## config.mk

```make
export PLATFORM = sky130hd
export DESIGN_NAME = pisv_ctrl
export DESIGN_NICKNAME = d
export VERILOG_FILES = /design/src/hdl/pisv_pkg.sv /design/src/hdl/pisv_ctrl.sv
export SDC_FILE = /design/constraint.sdc
export NUM_CORES = 1
export LEC_CHECK = 0
export BUFFER_PORTS_ARGS = -buffer_cell sky130_fd_sc_hd__buf_2
export CAP_MARGIN = 20
export CORE_AREA = 2 2 39 41
export CTS_CLUSTER_DIAMETER = 200
export DETAILED_ROUTE_END_ITERATION = 6
export DIE_AREA = 0 0 41 43
export GPL_TIMING_DRIVEN = 0
export SKIP_CTS_REPAIR_TIMING = 1
export SLEW_MARGIN = 20
export SYNTH_ARGS = -nofsm -noshare
export SYNTH_HDL_FRONTEND = slang
export SYNTH_SLANG_ARGS = --single-unit
```

## constraint.sdc

```tcl
create_clock -name clk -period 2.5 [get_ports clk]
set_input_delay 0.375 -clock clk [delete_from_list [all_inputs] [get_ports clk]]
set_output_delay 0.375 -clock clk [all_outputs]
set_load 0.005 [all_outputs]
```

## src/hdl/pisv_pkg.sv

```systemverilog
// shared types and codes for the page image store with verify
`default_nettype none

package pisv_pkg;

  // command codes on the input channel
  localparam logic [1:0] CMD_BEGIN  = 2'd0;
  localparam logic [1:0] CMD_WRITE  = 2'd1;
  localparam logic [1:0] CMD_COMMIT = 2'd2;
  localparam logic [1:0] CMD_VERIFY = 2'd3;

  // status codes on the result channel
  localparam logic [1:0] ST_OK       = 2'd0;
  localparam logic [1:0] ST_REJECT   = 2'd1;
  localparam logic [1:0] ST_MISSING  = 2'd2;
  localparam logic [1:0] ST_MISMATCH = 2'd3;

  // controller to datapath commands
  typedef struct packed {
    logic begin_en;
    logic write_en;
    logic commit_en;
    logic scan_start;
    logic scan_en;
  } dp_cmd_t;

  // datapath to controller status
  typedef struct packed {
    logic sess_open;
    logic committed;
    logic begin_ok;
    logic write_ok;
    logic all_used;
    logic scan_done;
    logic sum_match;
  } dp_stat_t;

endpackage

`default_nettype wire

```

## src/hdl/pisv_ctrl.sv

```systemverilog
// controller: handshakes, command decode, verify sequencing and result register
`default_nettype none

module pisv_ctrl (
  input  wire logic               clk,
  input  wire logic               rst_n,
  input  wire logic               in_valid,
  output logic                    in_ready,
  input  wire logic [1:0]         in_cmd,
  output logic                    out_valid,
  input  wire logic               out_ready,
  output logic [1:0]              out_status,
  output pisv_pkg::dp_cmd_t       dcmd,
  input  wire pisv_pkg::dp_stat_t stat
);
  import pisv_pkg::*;

  typedef enum logic [1:0] {
    S_IDLE = 2'b01,
    S_SCAN = 2'b10
  } state_t;

  state_t     state_r, state_nxt;
  logic       out_valid_r, out_valid_nxt;
  logic [1:0] out_status_r, out_status_nxt;
  logic       take;
  logic       slot_free;

  assign slot_free = !out_valid_r || out_ready;
  assign in_ready  = (state_r == S_IDLE) && slot_free;
  assign take      = in_valid && in_ready;
  assign out_valid  = out_valid_r;
  assign out_status = out_status_r;

  // decode and next state
  always_comb begin
    state_nxt      = state_r;
    out_valid_nxt  = out_valid_r && !out_ready;
    out_status_nxt = out_status_r;
    dcmd           = '0;
    case (state_r)
      S_IDLE: begin
        if (take) begin
          out_valid_nxt = 1'b1;
          case (in_cmd)
            CMD_BEGIN: begin
              dcmd.begin_en  = stat.begin_ok;
              out_status_nxt = stat.begin_ok ? ST_OK : ST_REJECT;
            end
            CMD_WRITE: begin
              dcmd.write_en  = stat.write_ok;
              out_status_nxt = stat.write_ok ? ST_OK : ST_REJECT;
            end
            CMD_COMMIT: begin
              if (!stat.sess_open) begin
                out_status_nxt = ST_REJECT;
              end else if (!stat.all_used) begin
                out_status_nxt = ST_MISSING;
              end else begin
                dcmd.commit_en = 1'b1;
                out_status_nxt = ST_OK;
              end
            end
            CMD_VERIFY: begin
              if (!stat.committed) begin
                out_status_nxt = ST_REJECT;
              end else if (!stat.all_used) begin
                out_status_nxt = ST_MISSING;
              end else begin
                // result follows when the scan ends
                out_valid_nxt   = 1'b0;
                dcmd.scan_start = 1'b1;
                state_nxt       = S_SCAN;
              end
            end
            default: begin
              out_status_nxt = ST_REJECT;
            end
          endcase
        end
      end
      S_SCAN: begin
        dcmd.scan_en = 1'b1;
        if (stat.scan_done) begin
          out_valid_nxt  = 1'b1;
          out_status_nxt = stat.sum_match ? ST_OK : ST_MISMATCH;
          state_nxt      = S_IDLE;
        end
      end
      default: begin
        state_nxt = S_IDLE;
      end
    endcase
  end

  // state and result registers
  always_ff @(posedge clk) begin
    if (!rst_n) begin
      state_r     <= S_IDLE;
      out_valid_r <= 1'b0;
    end else begin
      state_r     <= state_nxt;
      out_valid_r <= out_valid_nxt;
    end
  end

  always_ff @(posedge clk) begin
    out_status_r <= out_status_nxt;
  end

endmodule

`default_nettype wire

```

==> qor.csv <==
metric,value,unit
synth.top_cell.area_share,15.24,%
finalPower,0.2353,mW
synthTopCellsByArea,"dfxtp_1 15%, edfxtp_1 15%, nand2b_1 7.9%",
place_inst,77,
rr_worst_depth,4,
hold_slack,368.4,ps
syn_area_per_cell,9.853,um2
fin_cells,81,
worst_path_max_delay_cell,dfxtp_1,
h-tree-depth,1,
r2r_slack,930,ps
clkTransAtPathRegs,50,ps
io_pins,22,
clkSinkCount,5,
worstHoldEndpoint,state_r[0],
outcome,"finished, final reports clean",
cts_buffers,3,
worstPathArrival,1530,ps
final_nets,81,
setup_viol,0,
synth_edf_count,2,
avgRoutedWirePerCell,10.05,um
worst_slack,597.2,ps
mappedNetlistArea,394.1,um2
hold_class,in2reg,
powerDensity,431.4,nW/um2
multi_input_area,266.5,um2
drive_above_1_share,41.54,%
grt_pass1_wl,1.283,mm
antenna_found_initial,0,
setup_tns,0,ps
cp.depth,5,
worstPathRequired,2120,ps
portBuffers,21,
start_util,28.48,%
worstSkewPairLatency,240,ps
crit_chain,inv_1 -> ha_1 -> nand3_1 -> nor4b_1 -> buf_2,
antenna_cells,0,
fin_util,39.42,%
rsz0062_at_grt,false,
post-synth-top-count-cell,nand2b_1,
core-area,1384,um2
dieArea,1763,um2
cp_max_fo,8,
critical_path.top_delay_family,simple AND/OR/NAND/NOR gates,
hold_depth,2,
grt_overflow_total,0,
routed_via_density,4.877,
drt_iter0_markers,7,
period_needed,1903,ps
maxCapViolCount,0,
crit_path_end_kind,output pin,
fin_crit_sh,76.11,%
register_area,120.1,um2
min_from,rst_n,
tightest_slew,346.8,ps
critPathMaxStageDelay,320,ps
final_area,545.5,um2
fp-row-count,14,
detail_route.first_pass.iterations,4,
synth_ff_type,dfxtp_1,
synth-warning-count,0,
placed_area,519.2,um2
syn2layout_area_growth,38.41,%
vias,395,
cp_num_buf_inv,2,
crit_type,reg2out,
grt_max_degree,9,
cp-start-kind,flop,
reg2reg_from,state_r[0],
synth.distinct_cells,24,
max-slew-margin-rel,76.74,%
clock-skew-final,6.109,ps
first_global_vias,321,
die_y,43,um
postRouteAntennaNets,0,
place_hpwl,682.8,um
seq_area_frac_synth,30.48,%
syn-instance-count,40,
max_freq,0.5255,GHz
finalMaxSlewViolations,0,
grt_util_all_layers,11.09,%
drc,0,
vdd_ir_drop_max,0.1703,mV
wirelength,814,um
cts_buffer_depth,2,
cellLeakagePower,0.2672,nW
dpl_worst_slack,814.4,ps
ys_async_sr_fraction,0,%
clockRootBuffer,clkbuf_4,
ys_top_cells_by_count,"5 x nand2b_1, 4 x nand2_1, 3 x dfxtp_1, 3 x o21ai_0",
r2r-end,out_status[0],
hold_viol_final,0,
fill_cells,149,
ys_ff_latch,5,
cts_tree,built,
place.gp.congestion,0.7264,
dieWidth,41,um
yosysTopAreaCell,dfxtp_1,
synth_nets,55,
## sequential cells by signal (all words and copies together), names as in the netlist
signal / cells
out_status: 2
state_r: 2
out_valid: 1
## cell families (layout without fill, tap and decap cells)
| family | after synthesis | count (layout) | synth area share [%] |
|---|---|---|---|
| AND/OR/NAND/NOR | 21 | 21 | 38.10 |
| AO/OA/AOI/OAI | 9 | 9 | 16.51 |
| flip-flops | 5 | 5 | 30.48 |
| adder cells (fa/ha/maj) | 2 | 2 | 6.348 |
| buffers and inverters | 2 | 27 | 1.905 |
| multiplexers | 1 | 1 | 6.668 |
## layer usage
layer | GRT usage, % | share of wire [%] | vias up
met4 | 10.00 | 2.3 | 0
li1 | - | - | 205
met5 | 0 | 0 | -
met2 | 13.44 | 45 | 15
met1 | 14.98 | 47 | 173
met3 | 3.141 | 5.7 | 2
## where the power goes
part | internal [mW] | switching (mW)
combinational | 0.0262 | 0.0248
clock | 0.0602 | 0.0307
sequential | 0.0918 | 0.00165
## placed cells by master (no fill, tap or decap), types with 2 or more instances in the layout
master	Yosys	routed
nor3_1	2	2
edfxtp_1	2	2
nand2_1	4	4
nand2b_1	5	5
buf_2	0	21
clkbuf_4	0	3
ha_1	2	2
dfxtp_1	3	3
inv_1	2	2
o21ai_0	3	3
nor2_1	2	2
## how the worst max path moves through the flow
| stage | to | start | slack [ps] |
|---|---|---|---|
| after CTS | dcmd[4] | state_r[1] | 560 |
| after floorplan | dcmd[4] | state_r[1] | 1040 |
| after detailed placement | dcmd[4] | out_ready | 810 |
| after global placement | dcmd[4] | state_r[1] | 840 |
| final | dcmd[4] | state_r[1] | 600 |
| after global routing | dcmd[4] | state_r[1] | 410 |
## area by class of cell
type | count | area share [%]
Tap cell | 16 | 3.670
Timing Repair Buffer | 21 | 19.27
Clock buffer | 4 | 4.817
Multi-Input combinational cell | 33 | 48.85
Inverter | 2 | 1.376
Sequential cell | 5 | 22.02
No activity file was read; power rests on OpenSTA's default activity.
